==> config.mk <==
export PLATFORM = sky130hd
export DESIGN_NAME = pid_positional_incremental
export DESIGN_NICKNAME = d
export VERILOG_FILES = /design/src/pidpi_pkg.sv /design/src/pid_positional_incremental.sv /design/src/pidpi_front.sv /design/src/pidpi_queue.sv /design/src/pidpi_back.sv
export SDC_FILE = /design/constraint.sdc
export NUM_CORES = 2
export LEC_CHECK = 0
export ABC_AREA = 0
export BUFFER_PORTS_ARGS = -buffer_cell sky130_fd_sc_hd__buf_2
export CAP_MARGIN = 30
export CORE_MARGIN = 2
export CORE_UTILIZATION = 50
export CTS_CLUSTER_DIAMETER = 80
export DETAILED_ROUTE_END_ITERATION = 7
export GPL_TIMING_DRIVEN = 1
export PLACE_DENSITY_LB_ADDON = 0.2
export SLEW_MARGIN = 20
export SYNTH_ARGS = -nofsm -noshare
export SYNTH_HDL_FRONTEND = slang
export SYNTH_HIERARCHICAL = 1
export SYNTH_SLANG_ARGS = --single-unit
==> constraint.sdc <==
create_clock -name aclk -period 9.8 [get_ports aclk]
set_input_delay 0 -clock aclk [delete_from_list [all_inputs] [get_ports aclk]]
set_output_delay 0 -clock aclk [all_outputs]
set_load 0.1 [all_outputs]
==> src/pidpi_pkg.sv <==
// Types and constants shared by the PID controller modules.
`timescale 1ns / 1ps
`default_nettype none

package pidpi_pkg;

    // Register map, by word index
    typedef enum logic [2:0] {
        REG_MODE        = 3'd0,
        REG_GAIN_P      = 3'd1,
        REG_GAIN_I      = 3'd2,
        REG_GAIN_D      = 3'd3,
        REG_SUM_UPPER   = 3'd4,
        REG_SUM_LOWER   = 3'd5,
        REG_DRIVE_UPPER = 3'd6,
        REG_DRIVE_LOWER = 3'd7
    } reg_idx_t;

    localparam int unsigned FRAC_BITS = 8;
    localparam int unsigned ACC_W     = 42;
    localparam int unsigned RAW_W     = ACC_W - FRAC_BITS;

    // Configuration register file contents
    typedef struct packed {
        logic               mode_incremental;
        logic signed [15:0] gain_p;
        logic signed [15:0] gain_i;
        logic signed [15:0] gain_d;
        logic signed [23:0] sum_upper;
        logic signed [23:0] sum_lower;
        logic signed [23:0] drive_upper;
        logic signed [23:0] drive_lower;
    } cfg_t;

    // Operands for the three gain products, already arranged for the mode
    typedef struct packed {
        logic signed [17:0] a;   // times gain_p
        logic signed [23:0] b;   // times gain_i
        logic signed [18:0] c;   // times gain_d
    } op_t;

endpackage

`default_nettype wire

==> src/pid_positional_incremental.sv <==
// PID controller top level: register file, front end, queue and back end.
// Each beat on the s_ side carries a setpoint and a measurement and yields one
// beat on the m_ side with the clamped drive (positional form) or drive
// increment (incremental form) and a clamp flag. The block takes one beat per
// clock while the queue has room. The front end updates the error history and
// integral sum in the accepting clock, the back end runs a three-stage
// multiply, sum-and-scale and clamp pipeline, and a QUEUE_DEPTH-entry queue
// between them absorbs output stalls; s_tready drops only when that queue is
// full. Registers are written through the APB port at word addresses and
// should change only while no beat is in flight.
`timescale 1ns / 1ps
`default_nettype none

module pid_positional_incremental #(
    parameter int unsigned QUEUE_DEPTH = 2
) (
    input  wire logic        aclk,
    input  wire logic        aresetn,
    // APB configuration port
    input  wire logic        psel,
    input  wire logic        penable,
    input  wire logic        pwrite,
    input  wire logic [4:0]  paddr,
    input  wire logic [31:0] pwdata,
    output logic      [31:0] prdata,
    output logic             pready,
    // Input stream
    input  wire logic        s_tvalid,
    output logic             s_tready,
    input  wire logic [31:0] s_tdata,   // [15:0] setpoint, [31:16] measured
    // Result stream
    output logic             m_tvalid,
    input  wire logic        m_tready,
    output logic      [23:0] m_tdata,   // [23:0] drive
    output logic      [0:0]  m_tuser    // [0] clamped
);

    pidpi_pkg::cfg_t cfg_reg, cfg_next;
    pidpi_pkg::op_t  front_op, q_op;

    logic             wr_en;
    logic             accept;
    logic             q_full, q_valid, q_pop;
    logic signed [23:0] drive;
    logic             clamped;
    pidpi_pkg::reg_idx_t idx;

    assign pready = 1'b1;
    assign idx    = pidpi_pkg::reg_idx_t'(paddr[4:2]);
    assign wr_en  = psel && penable && pwrite && pready;

    // Register writes
    always_comb begin
        cfg_next = cfg_reg;
        if (wr_en) begin
            case (idx)
                pidpi_pkg::REG_MODE:        cfg_next.mode_incremental = pwdata[0];
                pidpi_pkg::REG_GAIN_P:      cfg_next.gain_p           = pwdata[15:0];
                pidpi_pkg::REG_GAIN_I:      cfg_next.gain_i           = pwdata[15:0];
                pidpi_pkg::REG_GAIN_D:      cfg_next.gain_d           = pwdata[15:0];
                pidpi_pkg::REG_SUM_UPPER:   cfg_next.sum_upper        = pwdata[23:0];
                pidpi_pkg::REG_SUM_LOWER:   cfg_next.sum_lower        = pwdata[23:0];
                pidpi_pkg::REG_DRIVE_UPPER: cfg_next.drive_upper      = pwdata[23:0];
                pidpi_pkg::REG_DRIVE_LOWER: cfg_next.drive_lower      = pwdata[23:0];
                default: begin
                end
            endcase
        end
    end

    // Register reads, signed values sign-extended
    always_comb begin
        case (idx)
            pidpi_pkg::REG_MODE:        prdata = {31'd0, cfg_reg.mode_incremental};
            pidpi_pkg::REG_GAIN_P:      prdata = 32'(cfg_reg.gain_p);
            pidpi_pkg::REG_GAIN_I:      prdata = 32'(cfg_reg.gain_i);
            pidpi_pkg::REG_GAIN_D:      prdata = 32'(cfg_reg.gain_d);
            pidpi_pkg::REG_SUM_UPPER:   prdata = 32'(cfg_reg.sum_upper);
            pidpi_pkg::REG_SUM_LOWER:   prdata = 32'(cfg_reg.sum_lower);
            pidpi_pkg::REG_DRIVE_UPPER: prdata = 32'(cfg_reg.drive_upper);
            pidpi_pkg::REG_DRIVE_LOWER: prdata = 32'(cfg_reg.drive_lower);
            default:                    prdata = '0;
        endcase
    end

    always_ff @(posedge aclk) begin
        if (!aresetn) begin
            cfg_reg.mode_incremental <= 1'b0;
            cfg_reg.gain_p           <= '0;
            cfg_reg.gain_i           <= '0;
            cfg_reg.gain_d           <= '0;
            cfg_reg.sum_upper        <= 24'sh7FFFFF;
            cfg_reg.sum_lower        <= 24'sh800000;
            cfg_reg.drive_upper      <= 24'sh7FFFFF;
            cfg_reg.drive_lower      <= 24'sh800000;
        end else begin
            cfg_reg <= cfg_next;
        end
    end

    // Accept while the queue has room
    assign s_tready = !q_full;
    assign accept   = s_tvalid && s_tready;

    pidpi_front u_front (
        .aclk     (aclk),
        .aresetn  (aresetn),
        .cfg      (cfg_reg),
        .accept   (accept),
        .setpoint (s_tdata[15:0]),
        .measured (s_tdata[31:16]),
        .op       (front_op)
    );

    pidpi_queue #(
        .DEPTH (QUEUE_DEPTH)
    ) u_queue (
        .aclk      (aclk),
        .aresetn   (aresetn),
        .push      (accept),
        .push_data (front_op),
        .full      (q_full),
        .not_empty (q_valid),
        .pop       (q_pop),
        .pop_data  (q_op)
    );

    pidpi_back u_back (
        .aclk      (aclk),
        .aresetn   (aresetn),
        .cfg       (cfg_reg),
        .q_valid   (q_valid),
        .q_data    (q_op),
        .q_pop     (q_pop),
        .m_valid   (m_tvalid),
        .m_ready   (m_tready),
        .m_drive   (drive),
        .m_clamped (clamped)
    );

    assign m_tdata = drive;
    assign m_tuser = clamped;

endmodule

`default_nettype wire

==> src/pidpi_front.sv <==
// Front end: error, error history, integral sum and operand selection.
`timescale 1ns / 1ps
`default_nettype none

module pidpi_front (
    input  wire logic               aclk,
    input  wire logic               aresetn,
    input  wire pidpi_pkg::cfg_t    cfg,
    input  wire logic               accept,
    input  wire logic signed [15:0] setpoint,
    input  wire logic signed [15:0] measured,
    output pidpi_pkg::op_t          op
);

    logic signed [16:0] last_error_reg, last_error_next;
    logic signed [16:0] older_error_reg, older_error_next;
    logic signed [23:0] error_sum_reg, error_sum_next;

    logic signed [16:0] err;
    logic signed [24:0] sum_raw;
    logic signed [24:0] sum_hi;
    logic signed [24:0] sum_lo;
    logic signed [24:0] sum_clip;
    logic signed [17:0] diff1;
    logic signed [18:0] diff2;

    // Form the error and its differences
    always_comb begin
        err   = {setpoint[15], setpoint} - {measured[15], measured};
        diff1 = {err[16], err} - {last_error_reg[16], last_error_reg};
        diff2 = {{2{err[16]}}, err} - {last_error_reg[16], last_error_reg, 1'b0}
              + {{2{older_error_reg[16]}}, older_error_reg};
    end

    // Accumulate and clamp the sum, lower limit applied last
    always_comb begin
        sum_raw  = {error_sum_reg[23], error_sum_reg} + {{8{err[16]}}, err};
        sum_hi   = {cfg.sum_upper[23], cfg.sum_upper};
        sum_lo   = {cfg.sum_lower[23], cfg.sum_lower};
        sum_clip = sum_raw;
        if (sum_clip > sum_hi) begin
            sum_clip = sum_hi;
        end
        if (sum_clip < sum_lo) begin
            sum_clip = sum_lo;
        end
    end

    // Pick operands by mode
    always_comb begin
        if (cfg.mode_incremental) begin
            op.a = diff1;
            op.b = {{7{err[16]}}, err};
            op.c = diff2;
        end else begin
            op.a = {err[16], err};
            op.b = sum_clip[23:0];
            op.c = {diff1[17], diff1};
        end
    end

    // Advance history on every accepted beat; hold the sum in incremental mode
    always_comb begin
        last_error_next  = last_error_reg;
        older_error_next = older_error_reg;
        error_sum_next   = error_sum_reg;
        if (accept) begin
            last_error_next  = err;
            older_error_next = last_error_reg;
            if (!cfg.mode_incremental) begin
                error_sum_next = sum_clip[23:0];
            end
        end
    end

    always_ff @(posedge aclk) begin
        if (!aresetn) begin
            last_error_reg  <= '0;
            older_error_reg <= '0;
            error_sum_reg   <= '0;
        end else begin
            last_error_reg  <= last_error_next;
            older_error_reg <= older_error_next;
            error_sum_reg   <= error_sum_next;
        end
    end

endmodule

`default_nettype wire

==> src/pidpi_queue.sv <==
// Short operand queue between the front end and the multiply pipeline.
`timescale 1ns / 1ps
`default_nettype none

module pidpi_queue #(
    parameter int unsigned DEPTH = 2
) (
    input  wire logic           aclk,
    input  wire logic           aresetn,
    input  wire logic           push,
    input  wire pidpi_pkg::op_t push_data,
    output logic                full,
    output logic                not_empty,
    input  wire logic           pop,
    output pidpi_pkg::op_t      pop_data
);

    localparam int unsigned PTR_W = (DEPTH > 1) ? $clog2(DEPTH) : 1;
    localparam int unsigned CNT_W = $clog2(DEPTH + 1);
    localparam logic [PTR_W-1:0] LAST_PTR = PTR_W'(DEPTH - 1);
    localparam logic [CNT_W-1:0] FULL_CNT = CNT_W'(DEPTH);

    pidpi_pkg::op_t mem [DEPTH];

    logic [PTR_W-1:0] wr_ptr_reg, wr_ptr_next;
    logic [PTR_W-1:0] rd_ptr_reg, rd_ptr_next;
    logic [CNT_W-1:0] count_reg, count_next;

    assign full      = (count_reg == FULL_CNT);
    assign not_empty = (count_reg != '0);
    assign pop_data  = mem[rd_ptr_reg];

    // Advance pointers with wrap and track fill level
    always_comb begin
        wr_ptr_next = wr_ptr_reg;
        rd_ptr_next = rd_ptr_reg;
        count_next  = count_reg;
        if (push) begin
            wr_ptr_next = (wr_ptr_reg == LAST_PTR) ? '0 : wr_ptr_reg + 1'b1;
        end
        if (pop) begin
            rd_ptr_next = (rd_ptr_reg == LAST_PTR) ? '0 : rd_ptr_reg + 1'b1;
        end
        if (push && !pop) begin
            count_next = count_reg + 1'b1;
        end else if (pop && !push) begin
            count_next = count_reg - 1'b1;
        end
    end

    always_ff @(posedge aclk) begin
        if (!aresetn) begin
            wr_ptr_reg <= '0;
            rd_ptr_reg <= '0;
            count_reg  <= '0;
        end else begin
            wr_ptr_reg <= wr_ptr_next;
            rd_ptr_reg <= rd_ptr_next;
            count_reg  <= count_next;
        end
    end

    // Store entries
    always_ff @(posedge aclk) begin
        if (push) begin
            mem[wr_ptr_reg] <= push_data;
        end
    end

endmodule

`default_nettype wire

==> src/pidpi_back.sv <==
// Back end: gain products, sum and scale, drive clamp and output register.
`timescale 1ns / 1ps
`default_nettype none

module pidpi_back (
    input  wire logic            aclk,
    input  wire logic            aresetn,
    input  wire pidpi_pkg::cfg_t cfg,
    input  wire logic            q_valid,
    input  wire pidpi_pkg::op_t  q_data,
    output logic                 q_pop,
    output logic                 m_valid,
    input  wire logic            m_ready,
    output logic signed [23:0]   m_drive,
    output logic                 m_clamped
);

    localparam int unsigned ACC_W = pidpi_pkg::ACC_W;
    localparam int unsigned RAW_W = pidpi_pkg::RAW_W;

    logic s1_valid_reg, s1_valid_next;
    logic s2_valid_reg, s2_valid_next;
    logic out_valid_reg, out_valid_next;

    logic signed [33:0]      prod_a_reg;
    logic signed [39:0]      prod_b_reg;
    logic signed [34:0]      prod_c_reg;
    logic signed [RAW_W-1:0] raw_reg;
    logic signed [23:0]      drive_reg;
    logic                    clamped_reg;

    logic out_ready, s2_ready, s1_ready;

    logic signed [17:0]      opa;
    logic signed [23:0]      opb;
    logic signed [18:0]      opc;
    logic signed [33:0]      prod_a;
    logic signed [39:0]      prod_b;
    logic signed [34:0]      prod_c;
    logic signed [ACC_W-1:0] acc;
    logic signed [RAW_W-1:0] lim_hi, lim_lo, drv;

    // Stall chain from the output back to the queue
    assign out_ready = !out_valid_reg || m_ready;
    assign s2_ready  = !s2_valid_reg || out_ready;
    assign s1_ready  = !s1_valid_reg || s2_ready;
    assign q_pop     = q_valid && s1_ready;

    always_comb begin
        s1_valid_next  = s1_ready  ? q_valid      : s1_valid_reg;
        s2_valid_next  = s2_ready  ? s1_valid_reg : s2_valid_reg;
        out_valid_next = out_ready ? s2_valid_reg : out_valid_reg;
    end

    // Three gain products
    always_comb begin
        opa    = $signed(q_data.a);
        opb    = $signed(q_data.b);
        opc    = $signed(q_data.c);
        prod_a = cfg.gain_p * opa;
        prod_b = cfg.gain_i * opb;
        prod_c = cfg.gain_d * opc;
    end

    // Sum products and drop the fraction bits (floor)
    always_comb begin
        acc = ACC_W'(prod_a_reg) + ACC_W'(prod_b_reg) + ACC_W'(prod_c_reg);
    end

    // Clamp the drive, lower limit applied last
    always_comb begin
        lim_hi = RAW_W'(cfg.drive_upper);
        lim_lo = RAW_W'(cfg.drive_lower);
        drv    = raw_reg;
        if (drv > lim_hi) begin
            drv = lim_hi;
        end
        if (drv < lim_lo) begin
            drv = lim_lo;
        end
    end

    always_ff @(posedge aclk) begin
        if (!aresetn) begin
            s1_valid_reg  <= 1'b0;
            s2_valid_reg  <= 1'b0;
            out_valid_reg <= 1'b0;
        end else begin
            s1_valid_reg  <= s1_valid_next;
            s2_valid_reg  <= s2_valid_next;
            out_valid_reg <= out_valid_next;
        end
    end

    // Payload stages
    always_ff @(posedge aclk) begin
        if (s1_ready) begin
            prod_a_reg <= prod_a;
            prod_b_reg <= prod_b;
            prod_c_reg <= prod_c;
        end
        if (s2_ready) begin
            raw_reg <= acc[ACC_W-1:pidpi_pkg::FRAC_BITS];
        end
        if (out_ready) begin
            drive_reg   <= drv[23:0];
            clamped_reg <= (drv != raw_reg);
        end
    end

    assign m_valid   = out_valid_reg;
    assign m_drive   = drive_reg;
    assign m_clamped = clamped_reg;

endmodule

`default_nettype wire

; ---- After elaboration in Yosys (flattened, before gate mapping)
; Memory sizes are Yosys's and may differ from the RTL's. A register that Yosys moved wholly into a read port is not among the register bits.
; Cells that the tools add are included.
[op_classes]
n_addsub = 11
eq_ne = 9
n_lt_le_gt_ge = 4
multipliers = 3
bitwise = 1
n_mux = 14
n_reduce_logical = 27
[op_table]
columns = operator, count
row1 = 32-bit one-hot mux with 8 select lines, 1
row2 = 34-bit 2-to-1 mux, 2
row3 = 61-bit 2-to-1 mux, 1
row4 = 41-bit by 35-bit adder with 42-bit output, 1
row5 = 34-bit by 40-bit adder with 41-bit output, 1
row6 = 16-bit by 24-bit multiplier with 40-bit output, 1
row7 = 16-bit by 19-bit multiplier with 35-bit output, 1
row8 = 34-bit by 24-bit greater-than comparator with 1-bit output, 1
row9 = 34-bit by 24-bit less-than comparator with 1-bit output, 1
row10 = 16-bit by 18-bit multiplier with 34-bit output, 1
row11 = 34-bit != test, 1
row12 = 24-bit by 17-bit adder with 25-bit output, 1
row13 = 25-bit by 24-bit greater-than comparator with 1-bit output, 1
row14 = 25-bit by 24-bit less-than comparator with 1-bit output, 1
row15 = 25-bit 2-to-1 mux, 1
row16 = 24-bit 2-to-1 mux, 1
row17 = 19-bit adder, 1
row18 = 17-bit by 18-bit subtractor with 19-bit output, 1
row19 = 2-bit AND reduction, 9
row20 = 17-bit by 17-bit subtractor with 18-bit output, 1
row21 = 16-bit by 16-bit subtractor with 17-bit output, 1
row22 = 3-bit == test (second input constant), 4
row23 = 3-bit by 2-bit == test with 1-bit output (second input constant), 2
row24 = 1-bit logical AND, 6
row25 = 12 further kinds, 27
[totals]
input_bits = 76
n_memories = 1
ramBits = 122
output_inout_bits = 60
ff_bits = 378
wordCells = 93
[memory_table]
columns = name, depth, word_bits, rd, rd_ports_with_merged_regs, wr, line_no
row1 = u_queue.mem, 2, 61, 1, 1, 1, pidpi_queue.sv:23  ; pidpi_pkg::op_t mem [DEPTH];

; ---- Logic depth before layout (Yosys ltp)
[logic_depth]
word_depth = 8
mapped_depth = 40

; ---- Hierarchy
; The synthesis kept the hierarchy.
[by_module_without_submodules]
columns = module, seq_area_each_um2, n_inst, area_each_um2, cells_each
row1 = pidpi_back, 5104.9, 1, 45317.2, 4668
row2 = pidpi_front, 1161.1, 1, 8640.8, 1139
row3 = pid_positional_incremental, 2902.8, 1, 6857.8, 689
row4 = pidpi_queue, 3763.6, 1, 4644.5, 212

; ---- Worst setup path after synthesis
; OpenSTA, ideal clock, no wires.
[synth_timing]
path_type = input to register
startpoint = input s_tdata[0]
endpoint = memory u_queue/mem[0][35] (netlist bit), data pin
n_path_buf = 2
stages = 37
arrival_ns = 7.260
path_slack_ns = 2.355
cell_sequence = inv_1 > ha_1 > fa_1 > nor2b_1 > o21ai_0 > a21boi_0 > o21a_1 > o21a_1 > o21ai_0 > and3_1 > nor3_1 > inv_1 > ha_1 > o21ai_0 > a21bo_2 > a2111oi_0 > nand3b_1 > a21oi_1 > nor2_1 > xnor2_1 > ha_1 > nand4_1 > nor3_2 > nand3_1 > and3_1 > a21oi_2 > buf_4 > mux2_2 > ha_1 > nand4_1 > nor2_1 > and3_1 > nand2_1 > o21ai_1 > clkbuf_1 > nor3_1 > o31ai_1
[synth_lines]
columns = element, line_no
row1 = start: declaration, pid_positional_incremental.sv:30  ; input wire logic [31:0] s_tdata,
row2 = end: declaration, pidpi_queue.sv:23

==> metrics.cfg <==
[synth]
synth.most_common_cell=inv_1
synth_top_area_share=0.314
yosysSeqAreaShare=0.198
synth_top_area_cell=fa_1
synthesis.area_mm2=0.0655
synth-async-reset-ratio=0
synth_cells=6708
avgSynthCellArea_um2=9.76
yosys_warnings=6
synth_ff_type=edfxtp_1
syn_nets=8317
ys_seq_elements=501
ys_top_cells_by_area=fa_1 31%, edfxtp_1 13%, ha_1 9.7%
synth_edf_count=290
synth_common_cells=1208 x inv_1, 1027 x fa_1, 884 x nand2_1
yosysUniqueCellTypes=103

[setup_path]
criticalPathCategory=input pin to register
cp-start-kind=input pin
critPathArrivalTime_ns=9.38
rr_endpoint=u_back/prod_a_reg[33]
crit_start=s_tdata[16]
cpPeakStageDelay_ns=0.55
crit_top_cell=ha_1
cp.required_ns=10.23
critPathCaptureType=register
r2r_slack_ns=1.22
cp_slowest_cell=dlygate4sd3_1
crit_path_max_fanout=22
reg2reg_depth=27

[pwr]
cellPowerDensity_mw_per_mm2=175
p_leak_nw=30.8
p_clk_frac=0.181
swShare=0.472
p_sw_mw=5.82
p_seq_frac=0.258
combPwrFrac=0.561
max-vdd-ir-drop_uv=199
p_int_mw=6.51

[floorplan]
dieArea_mm2=0.134
ios=136
die_w_um=366
fp-row-count=132
core-area_mm2=0.130
die_h_um=366
start_util=0.505

[sta]
fmax_mhz=112
hold_ws_ns=0.0339
setup_tns_ns=0
period_share=0.913
max_slew_margin=0.323
final_max_slew_viol_count=0
clock_skew_ns=0.0596
rsz0062_at_grt=no
fin_crit_ns=8.95
setup_viol=0
finalHoldViolations=0
fin_ws_ns=0.853
tightest_slew_ns=1.01

[layout]
nets=8375
syn_to_final_growth_pct=7.38
largest_reg_flops=145
n_fill_cell=11600
drive_gt1_frac=0.0801

[detailed_routing]
wl_per_cell_um=22.3
drt_pre_antenna_iters=8
wl_mm=191
vias=47900
detail-route-antenna-nets=0
viasPerCell=5.60
first_iter_violations=4022
remaining_drc_errors=0

[min_path]
holdPathStages=4
min_to=cfg_reg[24]
hp-start=pwrite
hold_path_class=input pin to register

[global_route]
grt_max_degree=86
grt_use_total=0.288
grt_util_met3=0.0351
grt_pass1_vias=49600
grt_util_met2=0.464
overflow=0
grt_busiest_layer=met2
met1_usage=0.401
antenna_found_initial=14
grt_pass1_wl_mm=295

[clock_network]
cts_root_buf=clkbuf_16
h-tree-depth=2
clkTransAtPathRegs_ns=0.07
clockBufferDepth=3
numCtsBuffers=55
clock_latency_ns=0.67
clock-sinks=501
tritoncts=yes

[run_status]
status=finished clean

[placement]
io_buffer_count=124
place_congestion=0.959
pre_cts_ws_ns=0.864
dp_hpwl_mm=154

[flow_run]
cap_violations=0

-- power groups by stage --
| stage | Sequential, mW | Combinational [mW] | Clock (mW) |
|---|---|---|---|
| global route | 3.21 | 7.46 | 2.34 |
| finish | 3.19 | 6.92 | 2.23 |
| global placement | 3.21 | 6.69 | 0 |
| detailed placement | 3.22 | 6.78 | 0 |
| CTS | 3.18 | 6.82 | 2.26 |
| floorplan | 3.42 | 4.50 | 0 |
-- kinds of logic after synthesis --
family	count (synthesis)	synth area share
other	1	0.0000573
flip-flops	501	0.198
XOR/XNOR	220	0.0294
multiplexers	346	0.0579
AND/OR/NAND/NOR	1886	0.138
buffers and inverters	1473	0.0884
AO/OA/AOI/OAI	748	0.0775
adder cells (fa/ha/maj)	1533	0.411
-- placed cells by master, fill, tap and decap left out, types with 190 or more instances in the layout --
| master | Yosys | routed |
|---|---|---|
| mux2i_1 | 192 | 192 |
| fa_1 | 1027 | 1027 |
| nand2_1 | 884 | 884 |
| a21oi_1 | 201 | 201 |
| nor2_1 | 191 | 190 |
| inv_1 | 1208 | 1209 |
| edfxtp_1 | 290 | 290 |
| ha_1 | 506 | 506 |
| and2_1 | 366 | 365 |
| dfxtp_1 | 211 | 209 |
-- metrics by stage --
step	power, mW	util	instances	area [um2]
2_1_floorplan	7.92	-	6708	65500
3_5_place_dp	9.99	0.524	8413	67900
6_report	12.3	0.542	8560	70300
3_3_place_gp	9.90	0.523	8407	67800
5_1_grt	13.0	0.542	8555	70300
4_1_cts	12.3	0.541	8547	70200
-- worst max-delay path, delay by kind of cell --
family	cells	cell delay (ns)
compound gates	20	5.00
buf+inv	5	1.46
simple gates	7	1.22
xor+xnor	1	0.13
fa+ha+maj	5	1.57
-- layout make-up --
cell class	instances	area (um2)	share of cell area
repair buffers	265	1860	0.0264
flip-flops and latches	501	12900	0.184
clock buffers	79	1730	0.0245
well taps	1742	2180	0.0310
diodes	5	12.5	0.000178
clock inverters	25	241	0.00344
multi-input cells	4734	46800	0.666
inverters	1209	4540	0.0646
-- routing by layer --
metal  part of all wire  routed length [um]
met2               0.46               88400
met4              0.041                7760
met1               0.43               82700
met5           0.000068                  13
met3              0.065               12400
-- worst max path at each step --
stage,slack (ns),cells past startpoint,end
floorplan,2.35,37,u_queue/mem[0][35]
global route,0.17,40,u_queue/mem[0][32]
finish,0.85,38,u_queue/mem[1][34]
CTS,0.98,39,u_queue/mem[0][26]
detailed placement,0.86,40,u_queue/mem[1][25]
global placement,0.92,40,u_queue/mem[0][39]
-- what timing repair did --
item,4_1_cts,5_1_grt
setup buffers,0,0
hold endpoints to repair,156,0
gates resized for setup,0,0
hold buffers,30,0
Note: power is estimated with default switching activity, not from simulation.
